<file path="src/smsr_pkg.sv">
package smsr_pkg;

	// Default sizes of the node store and of the element numbering.
	localparam int NODE_COUNT_DEF = 1024;
	localparam int ELEM_BITS_DEF  = 16;

	// Fixed field widths of the request and response.
	localparam int IDX_W  = 10;
	localparam int SIGN_W = 8;
	localparam int ENUM_W = 16;
	localparam int NNUM_W = 11;

	// Node numbering saturates at the top of its field.
	localparam logic [NNUM_W-1:0] NODE_NUMBER_MAX = {NNUM_W{1'b1}};

	// Corner sequencing covers four corners per element.
	localparam logic [1:0] CORNER_LAST = 2'd3;

	// Mode register codes.
	localparam logic MODE_EMBEDDED = 1'b0;

	// Location codes that select a tetrahedron in each mode.
	localparam logic [SIGN_W-1:0] SIGN_EMB_POS  = 8'h01;
	localparam logic [SIGN_W-1:0] SIGN_EMB_NEG  = 8'hFB;
	localparam logic [SIGN_W-1:0] SIGN_BODY_ZERO = 8'h00;
	localparam logic [SIGN_W-1:0] SIGN_BODY_NEG  = 8'hFF;

	typedef enum logic [1:0] {
		OP_SET_SIGN  = 2'd0,
		OP_ADD_ELEM  = 2'd1,
		OP_NEXT_NODE = 2'd2,
		OP_CLEAR     = 2'd3
	} op_t;

	typedef struct packed {
		op_t                      operation;
		logic [IDX_W-1:0]         node_index;
		logic signed [SIGN_W-1:0] node_sign;
		logic [IDX_W-1:0]         corner_a;
		logic [IDX_W-1:0]         corner_b;
		logic [IDX_W-1:0]         corner_c;
		logic [IDX_W-1:0]         corner_d;
	} req_t;

	typedef struct packed {
		logic              element_kept;
		logic [ENUM_W-1:0] element_number;
		logic [IDX_W-1:0]  node_out_index;
		logic [NNUM_W-1:0] node_renum;
		logic              last_node;
	} rsp_t;

	// Commands from the controller to the datapath.
	typedef struct packed {
		logic       capture;
		logic       sign_wr;
		logic       sign_rd;
		logic       mark_wr;
		logic [1:0] sel;
		logic       sweep;
		logic       walk_rd;
		logic       load;
	} cmd_t;

	// Status from the datapath to the controller.
	typedef struct packed {
		op_t  req_op;
		logic kept;
		logic sweep_last;
		logic out_free;
	} status_t;

	// True when a location code selects its tetrahedron in the given mode.
	function automatic logic sign_selects(input logic mode, input logic [SIGN_W-1:0] s);
		logic hit;
		if (mode == MODE_EMBEDDED) begin
			hit = (s == SIGN_EMB_POS) || (s == SIGN_EMB_NEG);
		end else begin
			hit = (s == SIGN_BODY_ZERO) || (s == SIGN_BODY_NEG);
		end
		return hit;
	endfunction

endpackage

</file>
<file path="src/smsr_ctrl.sv">
module smsr_ctrl (
	input  logic              clk,
	input  logic              arst_n,
	input  logic              req_valid,
	output logic              req_ready,
	input  smsr_pkg::status_t status,
	output smsr_pkg::cmd_t    cmd
);

	import smsr_pkg::*;

	typedef enum logic [3:0] {
		ST_SWEEP,
		ST_IDLE,
		ST_SIGN_WR,
		ST_ELEM_RD,
		ST_ELEM_CHK,
		ST_ELEM_MARK,
		ST_WALK_RD,
		ST_DONE
	} state_t;

	state_t     state_q;
	logic [1:0] sel_q;
	logic       clr_rsp_q;

	// Sequencer: the mark store is swept after reset before any request is taken.
	always_ff @(posedge clk or negedge arst_n) begin
		if (!arst_n) begin
			state_q   <= ST_SWEEP;
			sel_q     <= 2'd0;
			clr_rsp_q <= 1'b0;
		end else begin
			unique case (state_q)
				ST_SWEEP: begin
					if (status.sweep_last) begin
						state_q <= clr_rsp_q ? ST_DONE : ST_IDLE;
					end
				end
				ST_IDLE: begin
					if (req_valid) begin
						sel_q <= 2'd0;
						unique case (status.req_op)
							OP_SET_SIGN:  state_q <= ST_SIGN_WR;
							OP_ADD_ELEM:  state_q <= ST_ELEM_RD;
							OP_NEXT_NODE: state_q <= ST_WALK_RD;
							OP_CLEAR: begin
								state_q   <= ST_SWEEP;
								clr_rsp_q <= 1'b1;
							end
						endcase
					end
				end
				ST_SIGN_WR: begin
					state_q <= ST_DONE;
				end
				ST_ELEM_RD: begin
					sel_q <= sel_q + 2'd1;
					if (sel_q == CORNER_LAST) begin
						state_q <= ST_ELEM_CHK;
					end
				end
				ST_ELEM_CHK: begin
					state_q <= status.kept ? ST_ELEM_MARK : ST_DONE;
				end
				ST_ELEM_MARK: begin
					sel_q <= sel_q + 2'd1;
					if (sel_q == CORNER_LAST) begin
						state_q <= ST_DONE;
					end
				end
				ST_WALK_RD: begin
					state_q <= ST_DONE;
				end
				ST_DONE: begin
					if (status.out_free) begin
						state_q   <= ST_IDLE;
						clr_rsp_q <= 1'b0;
					end
				end
				default: begin
					state_q <= ST_IDLE;
				end
			endcase
		end
	end

	// Command decode from the current state.
	always_comb begin
		cmd         = '0;
		cmd.capture = (state_q == ST_IDLE) && req_valid;
		cmd.sign_wr = (state_q == ST_SIGN_WR);
		cmd.sign_rd = (state_q == ST_ELEM_RD);
		cmd.mark_wr = (state_q == ST_ELEM_MARK);
		cmd.sel     = sel_q;
		cmd.sweep   = (state_q == ST_SWEEP);
		cmd.walk_rd = (state_q == ST_WALK_RD);
		cmd.load    = (state_q == ST_DONE) && status.out_free;
	end

	assign req_ready = (state_q == ST_IDLE);

endmodule

</file>
<file path="config.mk">
export PLATFORM = sky130hd
export DESIGN_NAME = smsr_ctrl
export DESIGN_NICKNAME = d
export VERILOG_FILES = /design/src/smsr_pkg.sv /design/src/smsr_ctrl.sv
export SDC_FILE = /design/constraint.sdc
export NUM_CORES = 1
export LEC_CHECK = 0
export BUFFER_PORTS_ARGS = -buffer_cell sky130_fd_sc_hd__buf_2
export CAP_MARGIN = 20
export CORE_AREA = 4 4 41 43
export DETAILED_ROUTE_END_ITERATION = 7
export DIE_AREA = 0 0 45 47
export GPL_TIMING_DRIVEN = 0
export PLACE_DENSITY = 0.63
export SYNTH_ARGS = -nofsm -noshare
export SYNTH_HDL_FRONTEND = slang
export SYNTH_SLANG_ARGS = --single-unit
</file>
<file path="constraint.sdc">
create_clock -name clk -period 2.2 [get_ports clk]
set_input_delay 0 -clock clk [delete_from_list [all_inputs] [get_ports clk]]
set_output_delay 0 -clock clk [all_outputs]
set_load 0.005 [all_outputs]
</file>
==> impl_results.md, run 1 <==
- Setup crit start kind: flip-flop
- Antenna cell count: 0
- Mapped Nets: 61
- Worst stage delay on the critical path: 400 ps
- Starting Density: 35.4%
- Leakage: 0.309 nW
- Worst Path Arrival: 1380 ps
- Smallest setup slack after layout: 937 ps
- Via total after detailed routing: 458
- Area growth from synthesis to final layout: 29.6%
- Max Root-Sink Buffers: 2
- FILL cells: 138
- Number of standard cells after synthesis: 52
- Final #Nets: 84
- Final sum of negative setup slack: 0 ps
- Fraction of the core area covered by cells at the end of the flow: 45.9%
- Setup repair after global routing missed its margin: no
- Maximum vdd ir drop: 0.626 mV
- Buffers plus inverters on the worst setup path: 0
- Max H-tree Level: 1
- Clk Latency, worst-skew pair: 230 ps
- Slowest cell on crit path: sky130_fd_sc_hd__dfrtp_1
- Critical setup path kind: reg -> reg
- Clock edge transition at the registers on the reported setup and hold paths: 40 ps
- Layout cells sized above 1: 38.4%
- Flop and latch count out of synthesis: 6
- Relative slew slack: 86.3%
- Count of placed standard cells including taps: 84
- Count of port buffers added during placement: 17
- Final HPWL from detailed placement: 840 um
- Cell at the root of the clock tree: sky130_fd_sc_hd__clkbuf_4
- Via density per instance: 5.20
- Crit path time final: 1260 ps
- Worst slack after detailed placement: 933 ps
- Number of buffers created by CTS: 3
- Worst hold path class: in -> reg
- Gr ovfl total: 0
- Portion of the post-synthesis area used by sequential elements: 32.6%
- CTS tree: done
- Number of failing setup endpoints in the final timing report: 0
- Ys Warns: 0
- Cell Chain, Critical Path: ha_1 -> a211oi_2 -> a41oi_2 -> o21a_1
- DR pass1 iterations: 4
- Run status: completed
- Fin cells: 88
- Clock sinks: 6
- Average footprint of a synthesized cell: 8.85 sq um
- Post-route clock period utilization: 57.4%
- Chip Height: 47 um
- Hold violation count in the final report: 0
- Final wirelength: 1020 um
- Fmax: 791 MHz
- Final Max Slew Viols: 0
- Chip width: 45 um
- Count of maximum capacitance violations: 0
- Site row count: 13
- Remaining number of nets flagged by the antenna check after routing: 0
- Total power: 0.823 mW
- Core region area: 1300 sq um
- Final Wtd Congestion: 0.831
- Post-synthesis cell area: 460 sq um
- Number of antenna violations at the first check in global routing: 0
- Setup clock skew after layout: 2.30 ps
- Die area: 2120 sq um
- Wire length of the first global-routing pass: 1610 um
- Drt first-iter violations: 15
- Post-route DRC violation count: 0
- Per-cell routed wire length: 11.6 um
- Actual transition at the worst max-transition pin: 204 ps
- Endpoint type of the worst setup path: flip-flop
- Count of unique library cells instantiated by Yosys: 28
- Overall fraction of global-route tracks in use: 10.8%
- Total power density per cell area: 1380 nW/um^2
- Pin count of the biggest net entering global routing: 11
- Number of global-route vias before repair: 396
- Crit path max-delay family: compound AO/OA/AOI/OAI gates
- Critical path required time: 2320 ps
- Number of I/O pins: 18
- Worst-path maximum fanout: 4
==> flip-flops by register name, summed over array words and instances, names as in the netlist <==
| name | flops |
|---|---|
| state_q | 3 |
| clr_rsp_q | 1 |
| sel_q | 2 |
==> cell families (layout without fill, tap and decap cells) <==
| group | after synthesis | count (layout) | synth area share (%) |
|---|---|---|---|
| AOI/OAI and AO/OA | 12 | 12 | 22.3 |
| xor gates and xnor gates | 1 | 1 | 1.90 |
| adders and majority gates | 1 | 1 | 2.72 |
| buffers and inverters | 6 | 27 | 8.42 |
| DFF | 6 | 6 | 32.6 |
| muxes | 1 | 1 | 2.17 |
| and+or+nand+nor | 25 | 25 | 29.9 |
==> worst reg2reg max path: cells and delay by family (launching register included) <==
kind	cells	cell delay (ps)
AOI/OAI and AO/OA	3	490
DFF	1	400
adders and majority gates	1	250
==> cell usage after synthesis <==
| cell | count | area share, % |
|---|---|---|
| sky130_fd_sc_hd__or3_1 | 1 | 1.4 |
| sky130_fd_sc_hd__o211ai_1 | 1 | 1.6 |
| sky130_fd_sc_hd__o31ai_1 | 1 | 1.6 |
| sky130_fd_sc_hd__o21a_1 | 1 | 1.6 |
| sky130_fd_sc_hd__nand3_1 | 4 | 4.3 |
| sky130_fd_sc_hd__mux2i_1 | 1 | 2.2 |
| sky130_fd_sc_hd__nand2_1 | 7 | 5.7 |
| sky130_fd_sc_hd__a22oi_1 | 2 | 3.3 |
| sky130_fd_sc_hd__buf_2 | 1 | 1.1 |
| sky130_fd_sc_hd__o21ai_0 | 1 | 1.1 |
| sky130_fd_sc_hd__nor3_2 | 1 | 2.2 |
| sky130_fd_sc_hd__a31oi_1 | 1 | 1.4 |
| sky130_fd_sc_hd__a41oi_2 | 1 | 3.5 |
| sky130_fd_sc_hd__nor3b_2 | 1 | 2.7 |
| sky130_fd_sc_hd__a211oi_2 | 1 | 2.7 |
| sky130_fd_sc_hd__nor2b_1 | 1 | 1.4 |
| sky130_fd_sc_hd__buf_6 | 2 | 4.9 |
| sky130_fd_sc_hd__and2b_1 | 1 | 1.6 |
| sky130_fd_sc_hd__dfrtp_1 | 6 | 33 |
| sky130_fd_sc_hd__nand2b_4 | 1 | 3.0 |
| sky130_fd_sc_hd__ha_1 | 1 | 2.7 |
| sky130_fd_sc_hd__o21ai_1 | 1 | 1.1 |
| sky130_fd_sc_hd__inv_1 | 3 | 2.4 |
| sky130_fd_sc_hd__and3_1 | 2 | 2.7 |
| sky130_fd_sc_hd__xor2_1 | 1 | 1.9 |
| sky130_fd_sc_hd__a32o_1 | 1 | 2.2 |
| sky130_fd_sc_hd__o32a_1 | 1 | 2.2 |
| sky130_fd_sc_hd__nor2_1 | 6 | 4.9 |
==> power breakdown <==
group | leakage, nW | total (mW) | switching (mW) | internal, mW
Combinational | 0.224 | 0.513 | 0.268 | 0.245
Clock | 0.0138 | 0.0932 | 0.0320 | 0.0612
Sequential | 0.0710 | 0.217 | 0.0511 | 0.166
==> cells in the final DEF (no fill, tap or decap), drive strengths merged <==
master	instances
nor2b	1
o21ai	2
a31oi	1
a41oi	1
nand2b	1
nand3	4
mux2i	1
ha	1
a32o	1
a211oi	1
nor2	6
xor2	1
or3	1
nand2	7
buf	20
o21a	1
dfrtp	6
nor3	1
and2b	1
dlygate4sd3	1
o32a	1
o31ai	1
a22oi	2
and3	2
clkbuf	3
inv	3
nor3b	1
o211ai	1
==> per-layer routing <==
metal	global-route usage (%)	wire [um]	up-vias
met1	12.1	437	213
met4	7.02	15	0
met5	0	0	-
met3	2.30	60	2
met2	18.4	505	13
li1	-	-	230
==> per-stage QoR <==
step	instance area [sq um]	hold WS, ps
6_report	597	89.5
5_1_grt	597	125
4_1_cts	597	82.6
3_5_place_dp	564	-176
3_3_place_gp	564	-174
2_1_floorplan	460	-296
==> final timing paths <==
check	to	cells after the start	startpoint	slack, ps
worst max-delay path	state_q[2]	4	sel_q[0]	940
worst min register to register	sel_q[0]	1	sel_q[0]	510
worst max register to register	state_q[2]	4	sel_q[0]	940
worst min-delay path	clr_rsp_q	3	status[4]	90
max in group asynchronous	clr_rsp_q	2	arst_n	1960
min in group asynchronous	sel_q[0]	2	arst_n	110
==> final cells by class <==
class	instances	area, sq um	area share (%)
multi-input combinational	40	272	45.5
sequential	6	150	25.2
timing repair buffer	18	95.1	15.9
buffer	3	27.5	4.61
clock buffer	3	22.5	3.77
tap	15	18.8	3.14
inverter	3	11.3	1.89
==> repair_timing <==
action / 4_1_cts / 5_1_grt
endpoints found under the hold margin: 6 / 0
setup buffers: 0 / 0
resized for setup: 0 / 0
hold buffers: 1 / 0
Note: power is estimated with default switching activity, not from simulation.
==> run 2: changes to the inputs <==
--- a/config.mk
+++ b/config.mk
@@ -11,7 +11,7 @@
 export DETAILED_ROUTE_END_ITERATION = 7
 export DIE_AREA = 0 0 45 47
 export GPL_TIMING_DRIVEN = 0
-export PLACE_DENSITY = 0.63
+export PLACE_DENSITY = 0.65
 export SYNTH_ARGS = -nofsm -noshare
 export SYNTH_HDL_FRONTEND = slang
 export SYNTH_SLANG_ARGS = --single-unit
==> constraint.sdc (replaced) <==
create_clock -name clk -period 1 [get_ports clk]
set_input_delay 0 -clock clk [delete_from_list [all_inputs] [get_ports clk]]
set_output_delay 0 -clock clk [all_outputs]
set_load 0.005 [all_outputs]
==> run 2 against run 1 <==
The flow now finishes with violations (setup timing). Via count rose by 9.0%. Register-to-register slack got worse by 1100 ps. Largest power group unchanged. Final cell count is 8.0% higher. First-iteration DRC count shrank 47%. Clock power grew 130%. Clock-buffer cell count unchanged. Routed wire length up 19%. Non-clock buffer count is 7 higher. Die area unchanged. Sequential power rose by 120%. Sequential share of layout area is 3.2 points lower. Maximum frequency increased by 5.1%.
==> impl_results.md, run 2 (same netlist as run 1, synthesis figures left out) <==
- Core region area: 1300 sq um (unchanged)
- Layout cells sized above 1: 52.5% (+14 points)
- Routed met2 length: 656 um (+30%)
- Number of buffers created by CTS: 3 (unchanged)
- Final Wtd Congestion: 0.833 (+0.28%)
- Area growth from synthesis to final layout: 49.5%
- Uppermost metal layer occupied by signal nets: met4
- Post-route clock period utilization: 120% (+63 points)
- Leading cell type in the layout, fill and taps excluded: sky130_fd_sc_hd__buf_2
- CTS tree: done
- WHS: 86.5 ps (-3.03 ps)
- DR pass1 iterations: 4 (unchanged)
- Starting Density: 35.4% (unchanged)
- Die area: 2120 sq um (unchanged)
- Via density per instance: 5.25 (+0.92%)
- Antenna cell count: 0 (unchanged)
- Actual transition at the worst max-transition pin: 205 ps (+1.36 ps)
- Endpoint type of the worst setup path: flip-flop
- Detailed-routing wirelength on met1: 486 um (+11%)
- Clock edge transition at the registers on the reported setup and hold paths: 40 ps (about the same)
- Total power density per cell area: 3180 nW/um^2 (+130%)
- Critical path required time: 1120 ps (-1200 ps)
- Total power: 2.18 mW (+170%)
- Max Root-Sink Buffers: 2 (unchanged)
- Cell Chain, Critical Path: buf_6 -> a211oi_2 -> a41oi_2 -> o21a_1
- Amount of wire on met3 after detailed routing: 48 um (-20%)
- Setup repair after global routing missed its margin: yes
- Critical setup path kind: reg -> reg
- Number of global-route vias before repair: 483 (+22%)
- Chip width: 45 um (unchanged)
- Number of failing setup endpoints in the final timing report: 14 (+14)
- Run status: complete, but fails checks
- Number of I/O pins: 18 (unchanged)
- Crit path time final: 1200 ps (-61.5 ps)
- Largest registers: state_q x3, sel_q x2, clr_rsp_q x1
- Pin count of the biggest net entering global routing: 10 (-1)
- Smallest setup slack after layout: -202 ps (-1140 ps)
- Per-cell routed wire length: 12.7 um (+10%)
- Via total after detailed routing: 499 (+9.0%)
- Violations in the final reports: setup timing
- Gr ovfl total: 0 (unchanged)
- Max FFs per register: 3 (unchanged)
- Final wirelength: 1210 um (+19%)
- Worst-path maximum fanout: 6 (+2)
- Drt first-iter violations: 8 (-7)
- Relative slew slack: 86.2% (-0.091 points)
- Worst Path Arrival: 1320 ps (-60 ps)
- Slowest cell on crit path: sky130_fd_sc_hd__dfrtp_2
- Setup clock skew after layout: 2.95 ps (+0.645 ps)
- Chip Height: 47 um (unchanged)
- Clk Latency, worst-skew pair: 240 ps (about the same)
- Final #Nets: 91 (+8.3%)
- Fmax: 832 MHz (+5.1%)
- Clock sinks: 6 (unchanged)
- Count of port buffers added during placement: 17 (unchanged)
- Site row count: 13 (unchanged)
- Biggest register: state_q
- Maximum vdd ir drop: 1.49 mV (+140%)
- Count of maximum capacitance violations: 0 (unchanged)
- Worst stage delay on the critical path: 440 ps (+40 ps)
- Setup crit start kind: flip-flop
- Post-route DRC violation count: 0 (unchanged)
- Wire length of the first global-routing pass: 2010 um (+25%)
- Leakage: 0.350 nW (+13%)
- Cell at the root of the clock tree: sky130_fd_sc_hd__clkbuf_4
- Final Max Slew Viols: 0 (unchanged)
- Max H-tree Level: 1 (unchanged)
- Overall fraction of global-route tracks in use: 13.4% (+2.6 points)
- Final HPWL from detailed placement: 865 um (+3.0%)
- Commonest cells after routing, fill and taps aside: sky130_fd_sc_hd__buf_2 (17), sky130_fd_sc_hd__nand2_1 (7), sky130_fd_sc_hd__buf_6 (5), sky130_fd_sc_hd__buf_4 (5), sky130_fd_sc_hd__dfrtp_1 (5)
- Hold violation count in the final report: 0 (unchanged)
- Number of antenna violations at the first check in global routing: 0 (unchanged)
- Remaining number of nets flagged by the antenna check after routing: 0 (unchanged)
- Worst hold path class: in -> reg
## run 2: cell types whose count changed in the layout (fill, tap and decap cells not counted), sizes merged
cell / change
buf: +7
## run 2: per-stage QoR
stage                     setup TNS [ps]  setup slack, ps  instances  instance area [sq um]  util (%)
after floorplan                     -214             -123         52                    463         -
after global placement              -826             -207         84                    567      43.6
after detailed placement            -762             -194         84                    567      43.6
after CTS                          -1830             -195         95                    674      51.8
after global routing               -2620             -247         95                    688      52.9
final                              -1790             -202         95                    688      52.9
## run 2: area by class of cell
| type | count | area, sq um |
|---|---|---|
| fillers | 134 | 613 |
| multi-input cells | 40 | 295 |
| repair buffers | 25 | 155 |
| flip-flops and latches | 6 | 151 |
| plain buffers | 3 | 33.8 |
| clock buffers | 3 | 22.5 |
| well taps | 15 | 18.8 |
| inverters | 3 | 11.3 |
## run 2: where the power goes
group / switching [mW] / total [mW] / internal, mW
registers: 0.116 / 0.484 / 0.368
logic: 0.729 / 1.49 / 0.763
clock network: 0.0747 / 0.210 / 0.135
## run 2: per-layer routing
metal | up-vias | global-route usage, %
li1 | 243 | -
met1 | 237 | 14.5
met2 | 15 | 24.3
met3 | 4 | 2.30
met4 | 0 | 8.19
met5 | - | 0
## run 2: path summary, 6_finish.rpt
kind / start / depth (start not counted) / slack [ps] / end
min in group asynchronous: arst_n / 2 / 110 / sel_q[0]
hold reg to reg: clr_rsp_q / 2 / 520 / clr_rsp_q
hold / removal: status[3] / 3 / 90 / clr_rsp_q
setup reg to reg: state_q[2] / 4 / -200 / state_q[2]
max in group asynchronous: arst_n / 2 / 740 / state_q[2]
setup / recovery: state_q[2] / 4 / -200 / state_q[2]
## run 2: repair_timing
| item | in CTS | in global routing |
|---|---|---|
| hold buffers | 1 | 0 |
| pin swaps | 6 | 1 |
| setup endpoints to repair | 14 | 14 |
| gates cloned | 1 | 0 |
| resized for setup | 10 | 4 |
| buffers inserted | 6 | 0 |
| endpoints found under the hold margin | 6 | 0 |
## run 2: worst max-delay path: cells and delay by family, from the launching register on
family / cells / cell delay [ps]
buffers and inverters: 1 / 150
AO/OA/AOI/OAI: 3 / 490
flip-flops: 1 / 440
